### config.mk
export PLATFORM = sky130hd
export DESIGN_NAME = tlv_telemetry_parser
export DESIGN_NICKNAME = d
export VERILOG_FILES = /design/src/hw/rtl/tlvp_pkg.sv /design/src/hw/rtl/tlvp_parse_core.sv /design/src/hw/rtl/tlv_telemetry_parser.sv
export SDC_FILE = /design/constraint.sdc
export NUM_CORES = 1
export LEC_CHECK = 0
export BUFFER_PORTS_ARGS = -buffer_cell sky130_fd_sc_hd__buf_2
export CORE_MARGIN = 5
export CORE_UTILIZATION = 39
export DETAILED_ROUTE_END_ITERATION = 8
export PLACE_DENSITY = 0.57
export RECOVER_POWER = 50
export SYNTH_ARGS = -nofsm -noshare
export SYNTH_HDL_FRONTEND = slang
export SYNTH_HIERARCHICAL = 1
export SYNTH_SLANG_ARGS = --single-unit
### constraint.sdc
create_clock -name i_clk -period 6.5 [get_ports i_clk]
set_input_delay 0.325 -clock i_clk [delete_from_list [all_inputs] [get_ports i_clk]]
set_output_delay 0.325 -clock i_clk [all_outputs]
set_load 0.1 [all_outputs]
### src/hw/rtl/tlvp_pkg.sv
package tlvp_pkg;

    // Parse phase of the byte stream.
    typedef enum logic [1:0] {
        PHASE_TYPE   = 2'd0,
        PHASE_LENGTH = 2'd1,
        PHASE_VALUE  = 2'd2,
        PHASE_SKIP   = 2'd3
    } t_phase;

    // Kind of the record being parsed; bit positions of the update mask follow it.
    typedef enum logic [1:0] {
        KIND_ID    = 2'd0,
        KIND_TEMP  = 2'd1,
        KIND_HUMID = 2'd2,
        KIND_OTHER = 2'd3
    } t_kind;

    // Configuration register indexes.
    localparam logic [1:0] CFG_UNIT_ID_CODE     = 2'd0;
    localparam logic [1:0] CFG_TEMPERATURE_CODE = 2'd1;
    localparam logic [1:0] CFG_HUMIDITY_CODE    = 2'd2;

    localparam logic [7:0] RESET_UNIT_ID_CODE     = 8'd1;
    localparam logic [7:0] RESET_TEMPERATURE_CODE = 8'd2;
    localparam logic [7:0] RESET_HUMIDITY_CODE    = 8'd3;

    // Number of value bytes taken for a known record type.
    localparam logic [2:0] VALUE_BYTES = 3'd4;

    typedef struct packed {
        logic [7:0] unit_id;
        logic [7:0] temperature;
        logic [7:0] humidity;
    } t_type_codes;

    typedef struct packed {
        logic        status;
        logic [31:0] unit_id;
        logic [31:0] temperature_bits;
        logic [31:0] humidity_bits;
        logic [2:0]  fields_updated;
    } t_result;

endpackage

### src/hw/rtl/tlvp_parse_core.sv
module tlvp_parse_core (
    input  logic                 i_clk,
    input  logic                 i_rst_n,
    input  logic                 i_step,
    input  logic [7:0]           i_data_byte,
    input  logic                 i_last_byte,
    input  tlvp_pkg::t_type_codes i_codes,
    output tlvp_pkg::t_result    o_result
);
    import tlvp_pkg::*;

    t_phase      r_phase, n_phase;
    t_kind       r_kind, n_kind;
    logic [2:0]  r_value_left, n_value_left;
    logic [7:0]  r_decl_left, n_decl_left;
    logic [7:0]  r_skip_left, n_skip_left;
    logic [31:0] r_shift, n_shift;
    logic [31:0] r_id, n_id;
    logic [31:0] r_temp, n_temp;
    logic [31:0] r_humid, n_humid;
    logic [2:0]  r_mask, n_mask;

    t_kind       type_kind;
    logic [7:0]  decl_dec;
    logic [2:0]  value_dec;
    logic [7:0]  skip_dec;

    always_comb begin
        if (i_data_byte == i_codes.unit_id) begin
            type_kind = KIND_ID;
        end else if (i_data_byte == i_codes.temperature) begin
            type_kind = KIND_TEMP;
        end else if (i_data_byte == i_codes.humidity) begin
            type_kind = KIND_HUMID;
        end else begin
            type_kind = KIND_OTHER;
        end
    end

    assign decl_dec  = (r_decl_left != 8'd0) ? r_decl_left - 8'd1 : r_decl_left;
    assign value_dec = (r_value_left != 3'd0) ? r_value_left - 3'd1 : r_value_left;
    assign skip_dec  = (r_skip_left != 8'd0) ? r_skip_left - 8'd1 : r_skip_left;

    // Next phase.
    always_comb begin
        n_phase = r_phase;
        unique case (r_phase)
            PHASE_TYPE: begin
                n_phase = PHASE_LENGTH;
            end
            PHASE_LENGTH: begin
                if (r_kind != KIND_OTHER) begin
                    n_phase = PHASE_VALUE;
                end else if (i_data_byte != 8'd0) begin
                    n_phase = PHASE_SKIP;
                end else begin
                    n_phase = PHASE_TYPE;
                end
            end
            PHASE_VALUE: begin
                if (value_dec == 3'd0) begin
                    n_phase = PHASE_TYPE;
                end
            end
            PHASE_SKIP: begin
                if (skip_dec == 8'd0) begin
                    n_phase = PHASE_TYPE;
                end
            end
            default: n_phase = PHASE_TYPE;
        endcase
    end

    // Counters and value registers.
    always_comb begin
        n_kind       = r_kind;
        n_value_left = r_value_left;
        n_decl_left  = decl_dec;
        n_skip_left  = r_skip_left;
        n_shift      = r_shift;
        n_id         = r_id;
        n_temp       = r_temp;
        n_humid      = r_humid;
        n_mask       = r_mask;
        unique case (r_phase)
            PHASE_TYPE: begin
                n_kind = type_kind;
            end
            PHASE_LENGTH: begin
                if (decl_dec < i_data_byte) begin
                    n_decl_left = i_data_byte;
                end
                if (r_kind != KIND_OTHER) begin
                    n_value_left = VALUE_BYTES;
                    n_shift      = 32'd0;
                end else if (i_data_byte != 8'd0) begin
                    n_skip_left = i_data_byte;
                end
            end
            PHASE_VALUE: begin
                n_shift      = {r_shift[23:0], i_data_byte};
                n_value_left = value_dec;
                if (value_dec == 3'd0) begin
                    case (r_kind)
                        KIND_ID: begin
                            n_id      = n_shift;
                            n_mask[0] = 1'b1;
                        end
                        KIND_TEMP: begin
                            n_temp    = n_shift;
                            n_mask[1] = 1'b1;
                        end
                        default: begin
                            n_humid   = n_shift;
                            n_mask[2] = 1'b1;
                        end
                    endcase
                end
            end
            PHASE_SKIP: begin
                n_skip_left = skip_dec;
            end
            default: ;
        endcase
    end

    // The result reflects this beat's updates; a truncated record or an
    // uncovered declared length fails the buffer.
    always_comb begin
        o_result.status           = (n_phase != PHASE_TYPE) || (n_decl_left != 8'd0);
        o_result.unit_id          = n_id;
        o_result.temperature_bits = n_temp;
        o_result.humidity_bits    = n_humid;
        o_result.fields_updated   = n_mask;
    end

    always_ff @(posedge i_clk) begin
        if (!i_rst_n) begin
            r_phase      <= PHASE_TYPE;
            r_kind       <= KIND_ID;
            r_value_left <= 3'd0;
            r_decl_left  <= 8'd0;
            r_skip_left  <= 8'd0;
            r_shift      <= 32'd0;
            r_id         <= 32'd0;
            r_temp       <= 32'd0;
            r_humid      <= 32'd0;
            r_mask       <= 3'd0;
        end else if (i_step) begin
            r_id    <= n_id;
            r_temp  <= n_temp;
            r_humid <= n_humid;
            if (i_last_byte) begin
                // Parse state starts over for the next buffer.
                r_phase      <= PHASE_TYPE;
                r_kind       <= KIND_ID;
                r_value_left <= 3'd0;
                r_decl_left  <= 8'd0;
                r_skip_left  <= 8'd0;
                r_shift      <= 32'd0;
                r_mask       <= 3'd0;
            end else begin
                r_phase      <= n_phase;
                r_kind       <= n_kind;
                r_value_left <= n_value_left;
                r_decl_left  <= n_decl_left;
                r_skip_left  <= n_skip_left;
                r_shift      <= n_shift;
                r_mask       <= n_mask;
            end
        end
    end

endmodule

### src/hw/rtl/tlv_telemetry_parser.sv
// Channel   Direction  Handshake                 Payload
// in        sink       i_in_valid / o_in_stall   i_data_byte, i_last_byte
// out       source     o_out_valid / i_out_stall o_status, o_unit_id,
//                                                o_temperature_bits, o_humidity_bits,
//                                                o_fields_updated
// cfg       sink       i_cfg_we (no wait)        i_cfg_index, i_cfg_wdata
//
// One input beat is taken per cycle unless the input is held. A beat waits in
// the input register until the parse core consumes it, and a final byte's result
// is registered then. The only thing that holds the input is a final byte that finds
// the result register still full and stalled. Reset is synchronous, active low,
// and returns the type codes to 1, 2 and 3 and the value registers to zero.
module tlv_telemetry_parser (
    input  logic        i_clk,
    input  logic        i_rst_n,
    input  logic        i_in_valid,
    output logic        o_in_stall,
    input  logic [7:0]  i_data_byte,
    input  logic        i_last_byte,
    output logic        o_out_valid,
    input  logic        i_out_stall,
    output logic        o_status,
    output logic [31:0] o_unit_id,
    output logic [31:0] o_temperature_bits,
    output logic [31:0] o_humidity_bits,
    output logic [2:0]  o_fields_updated,
    input  logic        i_cfg_we,
    input  logic [1:0]  i_cfg_index,
    input  logic [7:0]  i_cfg_wdata
);
    import tlvp_pkg::*;

    t_type_codes r_codes;

    logic        r_in_valid;
    logic [7:0]  r_in_byte;
    logic        r_in_last;

    logic        r_out_valid;
    t_result     r_out;

    t_result     core_result;
    logic        in_accept;
    logic        step;

    // Configuration writes; an index past the register list is dropped.
    always_ff @(posedge i_clk) begin
        if (!i_rst_n) begin
            r_codes.unit_id     <= RESET_UNIT_ID_CODE;
            r_codes.temperature <= RESET_TEMPERATURE_CODE;
            r_codes.humidity    <= RESET_HUMIDITY_CODE;
        end else if (i_cfg_we) begin
            unique case (i_cfg_index)
                CFG_UNIT_ID_CODE:     r_codes.unit_id     <= i_cfg_wdata;
                CFG_TEMPERATURE_CODE: r_codes.temperature <= i_cfg_wdata;
                CFG_HUMIDITY_CODE:    r_codes.humidity    <= i_cfg_wdata;
                default: ;
            endcase
        end
    end

    // The registered beat moves into the parser unless it is a final byte and
    // the result register cannot be freed this cycle.
    assign step       = r_in_valid && (!r_in_last || !r_out_valid || !i_out_stall);
    assign o_in_stall = r_in_valid && !step;
    assign in_accept  = i_in_valid && !o_in_stall;

    always_ff @(posedge i_clk) begin
        if (!i_rst_n) begin
            r_in_valid <= 1'b0;
        end else if (in_accept) begin
            r_in_valid <= 1'b1;
        end else if (step) begin
            r_in_valid <= 1'b0;
        end
    end

    always_ff @(posedge i_clk) begin
        if (in_accept) begin
            r_in_byte <= i_data_byte;
            r_in_last <= i_last_byte;
        end
    end

    tlvp_parse_core u_core (
        .i_clk       (i_clk),
        .i_rst_n     (i_rst_n),
        .i_step      (step),
        .i_data_byte (r_in_byte),
        .i_last_byte (r_in_last),
        .i_codes     (r_codes),
        .o_result    (core_result)
    );

    // Result register: loaded on a final byte, held while stalled.
    always_ff @(posedge i_clk) begin
        if (!i_rst_n) begin
            r_out_valid <= 1'b0;
        end else if (step && r_in_last) begin
            r_out_valid <= 1'b1;
        end else if (!i_out_stall) begin
            r_out_valid <= 1'b0;
        end
    end

    always_ff @(posedge i_clk) begin
        if (step && r_in_last) begin
            r_out <= core_result;
        end
    end

    assign o_out_valid        = r_out_valid;
    assign o_status           = r_out.status;
    assign o_unit_id          = r_out.unit_id;
    assign o_temperature_bits = r_out.temperature_bits;
    assign o_humidity_bits    = r_out.humidity_bits;
    assign o_fields_updated   = r_out.fields_updated;

endmodule

-- Word-level counts from Yosys, hierarchy flattened
Cells that the tools add are included.
- flip-flop bits (word level): 281
- input port bits: 24
- output and inout port bits: 102
- word-level logic and storage cells: 120
- $add $sub $neg: 3
- magnitude comparators: 1
- eq/ne operators: 14
- mux-type cells: 46
- reductions and logical operators: 34
- operator list (kind ; number):
    2-to-1 mux 32 bit ; 9
    2-to-1 mux 8 bit ; 8
    2-to-1 mux 24 bit ; 2
    case mux 24 bit (2 select lines) ; 1
    nonzero test 8 bit ; 4
    equality test 8 bit ; 3
    2-to-1 mux 2 bit ; 9
    2-to-1 mux 3 bit ; 6
    case mux 8 bit (2 select lines) ; 1
    subtractor 8 x 1 -> 8 bit, second input constant ; 2
    nonzero test 3 bit ; 3
    logical NOT 8 bit ; 1
    less-than comparator 8 bit ; 1
    2-to-1 mux 1 bit ; 8
    case mux 2 bit (4 select lines) ; 1
    AND reduction 2 bit ; 4
    equality test 2 x 1 -> 1 bit, second input constant ; 3
    equality test 2 bit, second input constant ; 3
    logical NOT 2 bit ; 3
    != test 3 x 2 -> 1 bit, second input constant ; 2
    case mux 3 bit (2 select lines) ; 1
    nonzero test 2 bit ; 3
    logical NOT 1 bit ; 5
    logical AND 1 bit ; 4
    9 further kinds ; 11

-- Longest topological paths before layout
Gate-level depths: netlist (run 1).
- word-level depth: 9
- mapped depth: 13
- depth with buffers taken out: 11

-- By module
Netlist (run 1), hierarchy kept.
- by module, submodules not included (module ; instances ; cells each ; area each (um^2) ; sequential area each (um^2)):
    tlvp_parse_core ; 1 ; 919 ; 7936.4 ; 2922.8
    tlv_telemetry_parser ; 1 ; 212 ; 4315.4 ; 3793.6

-- Worst setup path before layout (run 1)
No wires, ideal clock.
- path type: register to register
- from: register r_out_valid, in the netlist o_out_valid
- to: register r_out, in the netlist o_fields_updated[0], enable pin
- library setup time: 592 ps
- data arrival time: 5586 ps
- data required time: 5908 ps
- setup slack: 322 ps
- stages on the path, launching flop included: 2
- buffers on the path: 0
- clock period less this slack: 6178 ps
- cells stage by stage: dfxtp_1 -> a21oi_1
- longest elaborated chain between the ends: 5
- ends and longest elaborated chain (element ; RTL line ; source):
    start: declaration ; tlv_telemetry_parser.sv:39 ; logic r_out_valid;
    start signal: assignment ; tlv_telemetry_parser.sv:98 ; r_out_valid <= 1'b0;
    start signal: assignment ; tlv_telemetry_parser.sv:100 ; r_out_valid <= 1'b1;
    start signal: assignment ; tlv_telemetry_parser.sv:102 ; r_out_valid <= 1'b0;
    logical NOT 1 bit ; tlv_telemetry_parser.sv:64 ; assign step = r_in_valid && (!r_in_last || !r_out_valid || !i_out_stall);
    logical OR 1 bit (2 in series) ; tlv_telemetry_parser.sv:64 ;
    logical AND 1 bit ; tlv_telemetry_parser.sv:64 ;
    logical AND 1 bit ; tlv_telemetry_parser.sv:107 ; if (step && r_in_last) begin
    end signal: assignment ; tlv_telemetry_parser.sv:108 ; r_out <= core_result;
    end: declaration ; tlv_telemetry_parser.sv:40 ; t_result r_out;
Every way passes these cells.
A chain may end at the register's enable or synchronous reset.

==> out/results.txt, run 1 <==
Crit Path Category - in2reg
VDD IR max - 227 µV
antenna cells - 0
Post-Syn Nets - 1167
Final Hold Viols - 0
IO Count - 126
first-pass GRT wire length - 47300 µm
post-synthesis average cell area - 10.8 µm²
clock sinks - 281
initial antenna violation count - 0
Area growth syn-to-layout - 14.7%
RSZ-0062 raised after global routing - no
Synth Flop Type - dfxtp_1
Congestion Overflow GR - 0
CP Max Fanout - 56
Max Fclk - 214 MHz
vias in the first global route - 8380
CTS tree - done
pwr/cell area - 275 mW/mm²
Final setup viols - 0
Req. time, crit path - 7.00 ns
commonest non-fill, non-tap cell in the layout - dfxtp_1
Area after DPL - 0.0131 mm²
gate count after technology mapping - 1131
Initial Util - 0.391
Synth warnings - 6
Worst Tran Pin Value - 2.38 ns
Die X - 187 µm
status - finished, violations left
CTS Buf Count - 30
number of flops mapped to enable cells by yosys - 109
share of layout cells above drive strength 1 - 0.148
final antenna-violating net count - 0
placed instance count - 1584
WL final - 29300 µm
worst setup skew after layout - 0.0251 ns
die area - 0.0351 mm²
Slew headroom - -0.586
Worst-path clk slew - 0.06 ns
crit end category - register
post-synthesis sequential area ratio - 0.548
Port-buffer cells - 125
Final Cycle Share - 0.718
All-Layer GR Usage - 0.163
placed wire-length estimate - 18700 µm
WL per Instance - 17.8 µm
final std cell area, no fill - 0.0141 mm²
most frequent cells in the layout - dfxtp_1 (172), nand2_1 (163), clkbuf_1 (112)
failing checks - capacitance limit, slew limit
total negative slack - 0 ns
slowest stage delay, CP - 1.66 ns
Worst path slowest cell - clkbuf_1
row count - 65
P_leak - 5.29 nW
placer congestion estimate - 0.843
H-tree levels - 1
Synth Cell Area - 0.0123 mm²
maximum clock path buffer count - 3
core area - 0.0313 mm²
vias post-DR - 8637
DR vias/cell - 5.23
post-synth cell types - 73
final number of max-transition violations - 208
Seq cells post-synth - 281
crit start category - input port
fin crit period - 4.67 ns
final hold slack - 0.0307 ns
CP cell instances - clkbuf_1 > inv_1 > clkbuf_1 > a21oi_1 > a21boi_0
Layout Cells excl Fill - 1650
Max-Cap Viols - 3
CTS root buf - clkbuf_16
# Post-CTS Setup Buffers - 0
Critical Path AT - 5.17 ns
largest net degree at the start of global routing - 107
drt drc - 0
Iter 0 DRT Violations - 519
die height - 187 µm
clk_lat worst skew - 0.58 ns
Hold Crit Class - in2reg
router iterations before antenna repair - 5
fin nets - 1260
ys async rst share - 0
most common cell type on the critical path - clkbuf_1
Design Power - 3.86 mW
## cell type report
class                      instances  area [µm²]
multi-input combinational        742        5060
fill                            2988       17300
timing repair buffer             145         664
clock inverter                    11         109
inverter                          24        90.1
tap                              402         503
sequential                       281        6720
clock buffer                      45         910
## path summary, 6_finish.rpt
check,startpoint,endpoint,slack (ns),depth (start not counted)
max,i_rst_n,u_core/r_mask[2],1.83,5
min reg2reg,u_core/r_temp[13],u_core/r_temp[13],0.45,2
min,i_cfg_wdata[1],r_codes[17],0.03,3
max reg2reg,u_core/r_phase[1],u_core/r_temp[31],2.77,6
## per-stage QoR
step	util	setup WS, ns
after floorplan	-	0.322
after global placement	0.418	2.87
after detailed placement	0.418	2.79
after CTS	0.453	2.79
after global routing	0.449	1.31
final	0.449	1.83
## sequential cells by signal (all words and copies together), names as in the netlist, 3 cells and up
| name | flops |
|---|---|
| o_humidity_bits | 32 |
| o_temperature_bits | 32 |
| o_unit_id | 32 |
| u_core/r_humid | 32 |
| u_core/r_id | 32 |
| u_core/r_temp | 32 |
| r_codes | 24 |
| u_core/r_shift | 24 |
| r_in_byte | 8 |
| u_core/r_decl_left | 8 |
| u_core/r_skip_left | 8 |
| o_fields_updated | 3 |
| u_core/r_mask | 3 |
| u_core/r_value_left | 3 |
## per-layer routing
layer,up-vias,routed length [µm],global-route usage
met5,-,0,0
met3,38,1240,0.0241
li1,4256,-,-
met4,0,632,0.0395
met2,195,13900,0.270
met1,4148,13600,0.227
## cell families (layout without fill, tap and decap cells)
kind of cell               Yosys count  count (layout)  synth area share
xor gates and xnor gates            28              28            0.0200
buffers and inverters              108             225            0.0431
and+or+nand+nor                    364             364             0.141
DFF                                281             281             0.548
muxes                              162             162             0.142
adders and majority gates           12              12            0.0123
AOI/OAI and AO/OA                  176             176            0.0943
## critical path, delay by kind of cell
kind	cells	cell delay, ns
compound gates	2	0.94
buf+inv	3	3.86
## cells in the mapped netlist, drive strengths merged, types with 3 or more instances
cell | number | share of area
a2111oi | 4 | 0.0055
o2111ai | 3 | 0.0021
mux2 | 90 | 0.083
ha | 12 | 0.012
nor3 | 9 | 0.0037
o21ai | 67 | 0.027
a22oi | 4 | 0.0025
xnor2 | 20 | 0.014
buf | 38 | 0.022
inv | 23 | 0.0070
nor4 | 9 | 0.0046
a21oi | 42 | 0.017
o21a | 7 | 0.0043
xor2 | 8 | 0.0057
o211ai | 12 | 0.0074
nand3 | 54 | 0.022
nand2b | 4 | 0.0027
clkbuf | 46 | 0.014
nor2b | 10 | 0.0051
or4 | 6 | 0.0037
nor2 | 55 | 0.017
o311ai | 7 | 0.0050
dfxtp | 172 | 0.28
a21boi | 4 | 0.0025
edfxtp | 109 | 0.27
nand4 | 31 | 0.016
o31ai | 3 | 0.0041
nor3b | 7 | 0.0047
mux2i | 72 | 0.059
nand2 | 163 | 0.050
## power breakdown
| group | switching, mW | internal, mW | leakage [nW] |
|---|---|---|---|
| clock network | 0.708 | 1.01 | 0.507 |
| logic | 0.208 | 0.0572 | 2.35 |
| registers | 0.0285 | 1.85 | 2.43 |
| total | 0.944 | 2.92 | 5.29 |
## repair_timing
action | CTS | global route
endpoints found under the hold margin | 10 | 0
gates resized for setup | 0 | 0
hold buffers | 10 | 0
Note: power is estimated with default switching activity, not from simulation.
==> run 2, diff against run 1 <==
--- a/config.mk
+++ b/config.mk
@@ -9,7 +9,7 @@
 export CORE_MARGIN = 5
 export CORE_UTILIZATION = 39
 export DETAILED_ROUTE_END_ITERATION = 8
-export PLACE_DENSITY = 0.57
+export PLACE_DENSITY = 0.59
 export RECOVER_POWER = 50
 export SYNTH_ARGS = -nofsm -noshare
 export SYNTH_HDL_FRONTEND = slang
==> constraint.sdc (replaced) <==
create_clock -name i_clk -period 4.2 [get_ports i_clk]
set_input_delay 0.21 -clock i_clk [delete_from_list [all_inputs] [get_ports i_clk]]
set_output_delay 0.21 -clock i_clk [all_outputs]
set_load 0.1 [all_outputs]
==> run 2 against run 1 <==
Against the previous run:
- global-route usage shrank 0.25 points
- combinational power grew 59%
- critical endpoint is now u_core/r_temp[30]
- core utilization increased by 0.21 points
- the flow still finishes with violations (capacitance limit, slew limit)
- highest routed layer unchanged
- count of clock-buffer cells in the layout increased by 2
- register-to-register slack got worse by 2.2 ns
- first-iteration DRC count increased by 4.8%
- sequential power rose by 54%
- worst setup slack got worse by 1.2 ns
==> out/results.txt, run 2 (same netlist as run 1, synthesis figures left out) <==
crit start category - register
maximum clock path buffer count - 3
fin nets - 1277
r2r startpoint - u_core/r_phase[1]
Initial Util - 0.391
clock share of power - 0.440
antenna cells - 0
r2r setup slk - 0.62 ns
vias in the first global route - 8324
worst setup skew after layout - 0.0206 ns
placed wire-length estimate - 18700 µm
Hold Crit Class - in2reg
Final Hold Viols - 0
# Post-CTS Setup Buffers - 0
Slew headroom - -0.417
Switching Power - 1.43 mW
vias post-DR - 8661
failing checks - capacitance limit, slew limit
DR top layer - met4
Crit Path Category - reg2reg
Max-Cap Viols - 4
IO Count - 126
Final Cycle Share - 0.853
Worst Tran Pin Value - 2.13 ns
DR vias/cell - 5.20
Max Fclk - 279 MHz
Iter 0 DRT Violations - 544
metal3 WL - 1260 µm
Port-buffer cells - 125
total negative slack - 0 ns
Area growth syn-to-layout - 15.2%
P_leak - 5.34 nW
Worst-path clk slew - 0.06 ns
RSZ-0062 raised after global routing - no
clock sinks - 281
clk_lat worst skew - 0.55 ns
crit end category - register
initial antenna violation count - 0
Critical Path AT - 4.05 ns
drt drc - 0
WL per Instance - 17.6 µm
placer congestion estimate - 0.856
All-Layer GR Usage - 0.161
status - finished, violations left
Die X - 187 µm
CP Max Fanout - 28
routed length on met2 - 13800 µm
sequential share of power - 0.488
Final setup viols - 0
share of layout cells above drive strength 1 - 0.149
die height - 187 µm
commonest non-fill, non-tap cell in the layout - dfxtp_1
row count - 65
Switching Share - 0.240
met1 wire length - 13900 µm
final antenna-violating net count - 0
largest net degree at the start of global routing - 88
H-tree levels - 1
Crit. Startpoint - u_core/r_phase[1]
final number of max-transition violations - 117
Req. time, crit path - 4.67 ns
Congestion Overflow GR - 0
fin crit period - 3.58 ns
first-pass GRT wire length - 46800 µm
Fillers - 2973
min-delay src - i_cfg_wdata[4]
cell-internal power - 4.51 mW
CTS Buf Count - 30
Comb pwr share - 0.071
pwr/cell area - 420 mW/mm²
VDD IR max - 326 µV
most frequent cells in the layout - dfxtp_1 (172), nand2_1 (163), clkbuf_1 (114)
Design Power - 5.93 mW
WL final - 29300 µm
CTS root buf - clkbuf_16
# resized after CTS - 0
router iterations before antenna repair - 5
CTS tree - done
core area - 0.0313 mm²
die area - 0.0351 mm²
run 2: cell count changes in the layout (fill, tap and decap cells not counted), sizes merged:
cell / previous run / this run
buf: 29 / 35
clkbuf: 151 / 156
clkinv: 11 / 7
dlygate4sd3: 10 / 18
inv: 23 / 24
run 2: path summary, 6_finish.rpt:
path | to | cells after the start
max | u_core/r_temp[30] | 7
min | r_codes[4] | 3
max reg2reg | u_core/r_temp[30] | 7
min reg2reg | u_core/r_id[9] | 2
run 2: repair_timing:
action / CTS / global route
hold buffers: 18 / 0
endpoints found under the setup margin: 0 / 0
endpoints found under the hold margin: 30 / 0
run 2: worst max-delay path: stages (launching register included):
cell and delay (ns):
dfxtp_1 0.49, nor2b_2 0.19, clkbuf_1 0.97, nand2b_1 0.30, a211oi_1 0.41, clkbuf_1 0.84, nand3_1 0.15, o21ai_0 0.15
run 2: through the flow:
stage                     setup WS (ns)  instance area (µm²)  hold slack (ns)  utilization  std cells
after global placement            0.728                13200            0.388        0.420       1593
after global routing              0.355                14100           0.0429        0.451       1666
after detailed placement          0.748                13200            0.388        0.420       1593
after CTS                         0.697                14300           0.0131        0.458       1666
final                             0.618                14100           0.0427        0.451       1666
after floorplan                    1.12                12300            0.309            -       1131
run 2: cell type report:
class	count	area (µm²)	area share
Inverter	24	90.1	0.00638
Sequential cell	281	6720	0.476
Timing Repair Buffer	162	816	0.0578
Tap cell	402	503	0.0356
Clock buffer	47	910	0.0644
Multi-Input combinational cell	742	5000	0.354
Clock inverter	8	85.1	0.00603
run 2: power groups by stage:
stage          Sequential (mW)  Combinational (mW)  Clock (mW)
4_1_cts                   2.90               0.437        2.69
2_1_floorplan             3.09               0.187           0
3_5_place_dp              2.96               0.424           0
6_report                  2.90               0.424        2.61
3_3_place_gp              2.96               0.424           0
5_1_grt                   2.90               0.453        2.80
run 2: layer usage:
metal,track usage,vias up
li1,-,4284
met1,0.229,4157
met2,0.264,193
met3,0.0250,27
met4,0.0279,0
met5,0,-
==> run 3, diff against run 2 <==
--- a/config.mk
+++ b/config.mk
@@ -6,10 +6,12 @@
 export NUM_CORES = 1
 export LEC_CHECK = 0
 export BUFFER_PORTS_ARGS = -buffer_cell sky130_fd_sc_hd__buf_2
+export CELL_PAD_IN_SITES_DETAIL_PLACEMENT = 1
+export CELL_PAD_IN_SITES_GLOBAL_PLACEMENT = 1
 export CORE_MARGIN = 5
 export CORE_UTILIZATION = 39
 export DETAILED_ROUTE_END_ITERATION = 8
-export PLACE_DENSITY = 0.59
+export PLACE_DENSITY = 0.71
 export RECOVER_POWER = 50
 export SYNTH_ARGS = -nofsm -noshare
 export SYNTH_HDL_FRONTEND = slang
==> run 3 against run 2 <==
Against the previous run:
- the flow still finishes with violations (capacitance limit, slew limit)
- sequential share of layout area decreased by 0.18 points
- maximum frequency grew 0.85%
- combinational power grew 3%
- final cell count increased by 0.12%
- clock skew decreased by 0.0011 ns
- count of clock-buffer cells in the layout fell by 7
- first-iteration DRC count decreased by 17%
- worst setup slack improved by 0.030 ns
- register-to-register slack better by 0.03 ns
- non-clock buffer count increased by 1
- die area unchanged
- critical endpoint is now u_core/r_decl_left[7]
- largest cell class unchanged
==> out/results.txt, run 3 (same netlist as run 1, synthesis figures left out) <==
RSZ-0062 raised after global routing - no
failing checks - capacitance limit, slew limit
clock sinks - 281
fin crit period - 3.55 ns
Final Hold Viols - 0
die area - 0.0351 mm²
Die X - 187 µm
H-tree levels - 1
Switching Power - 1.48 mW
initial antenna violation count - 0
Congestion Overflow GR - 0
cell-internal power - 4.48 mW
clock share of power - 0.440
WL final - 32400 µm
CTS Buf Count - 30
Comb pwr share - 0.073
worst hold path cell count - 3
Max-Cap Viols - 3
row count - 65
final number of max-transition violations - 235
Max Fclk - 282 MHz
crit start category - register
CTS tree - done
# Post-CTS Setup Buffers - 0
WL per Instance - 19.4 µm
vias in the first global route - 9317
Final Cycle Share - 0.846
Req. time, crit path - 4.63 ns
Worst Hold End - r_codes[22]
final worst slack - 0.648 ns
final antenna-violating net count - 0
commonest non-fill, non-tap cell in the layout - dfxtp_1
IO Count - 126
router iterations before antenna repair - 4
Final setup viols - 0
Core Util, Final - 0.453
Register-to-Register Path Depth - 9
CTS root buf - clkbuf_16
Switching Share - 0.248
Hold Crit Class - in2reg
antenna cells - 0
Initial Util - 0.391
P_leak - 5.36 nW
drt drc - 0
DR vias/cell - 5.35
status - finished, violations left
sequential share of power - 0.487
crit end category - register
core area - 0.0313 mm²
RR Endpoint - u_core/r_decl_left[7]
fin nets - 1278
placer congestion estimate - 0.814
Worst Tran Pin Value - 2.93 ns
die height - 187 µm
maximum clock path buffer count - 3
Area growth syn-to-layout - 15.7%
r2r startpoint - u_core/r_decl_left[2]
Crit Path Category - reg2reg
min-delay src - i_cfg_index[1]
total negative slack - 0 ns
worst setup skew after layout - 0.0195 ns
r2r setup slk - 0.65 ns
Worst-path clk slew - 0.06 ns
VDD IR max - 300 µV
pre-CTS setup slack - 0.731 ns
share of layout cells above drive strength 1 - 0.152
largest net degree at the start of global routing - 101
Port-buffer cells - 125
Critical Path AT - 3.98 ns
Iter 0 DRT Violations - 450
CP Max Fanout - 8
Fillers - 3425
most frequent cells in the layout - dfxtp_1 (172), nand2_1 (163), clkbuf_1 (109), edfxtp_1 (109), mux2_2 (83)
All-Layer GR Usage - 0.178
placed wire-length estimate - 21000 µm
vias post-DR - 8929
Slew headroom - -0.953
clk_lat worst skew - 0.57 ns
pwr/cell area - 420 mW/mm²
first-pass GRT wire length - 51500 µm
## run 3: per-layer routing
metal  part of all wire  track usage
met1               0.44        0.226
met2               0.51        0.325
met3              0.039       0.0287
met4              0.011       0.0276
met5                  0            0
## run 3: timing repair
item                                   in CTS  in global routing
hold buffers                               19                  0
resized for setup                           0                  0
endpoints found under the hold margin      34                  0
## run 3: final cells by class
type | instances | area [µm²] | area share
Timing Repair Buffer | 163 | 838 | 0.0592
Clock buffer | 40 | 830 | 0.0585
Inverter | 24 | 90.1 | 0.00636
Sequential cell | 281 | 6720 | 0.474
Tap cell | 402 | 503 | 0.0355
Clock inverter | 16 | 153 | 0.0108
Multi-Input combinational cell | 742 | 5040 | 0.356
## run 3: power by group through the flow
stage / sequential, mW / clock (mW) / combinational (mW)
3_3_place_gp: 2.95 / 0 / 0.429
4_1_cts: 2.89 / 2.69 / 0.449
3_5_place_dp: 2.95 / 0 / 0.434
6_report: 2.90 / 2.62 / 0.437
5_1_grt: 2.90 / 2.81 / 0.467
2_1_floorplan: 3.09 / 0 / 0.187
## run 3: critical path, cell delays in order (launching register included)
cell and delay (ns):
dfxtp_1 0.36, or4_1 0.65, nor4_1 0.26, mux2_2 0.41, ha_1 0.32, nand3_1 0.13
a21oi_1 0.07, a2111oi_1 0.46, nand2_1 0.35, o311ai_0 0.41
## run 3: worst max-delay path by stage
stage	cells after the start	slack, ns	endpoint	start
CTS	9	0.66	u_core/r_decl_left[7]	u_core/r_decl_left[2]
detailed placement	9	0.73	u_core/r_decl_left[7]	u_core/r_decl_left[2]
floorplan	9	1.12	u_core/r_decl_left[1]	u_core/r_decl_left[2]
finish	9	0.65	u_core/r_decl_left[7]	u_core/r_decl_left[2]
global placement	9	0.76	u_core/r_decl_left[3]	u_core/r_decl_left[2]
global route	9	0.18	u_core/r_decl_left[1]	u_core/r_decl_left[2]
## run 3: through the flow
step	area, µm²	total power, mW	instances	hold WS (ns)
final	14200	5.95	1668	0.0898
after global routing	14200	6.18	1668	0.0809
after CTS	14300	6.03	1668	0.0666
after detailed placement	13200	3.39	1593	0.389
after global placement	13200	3.38	1593	0.386
after floorplan	12300	3.28	1131	0.309
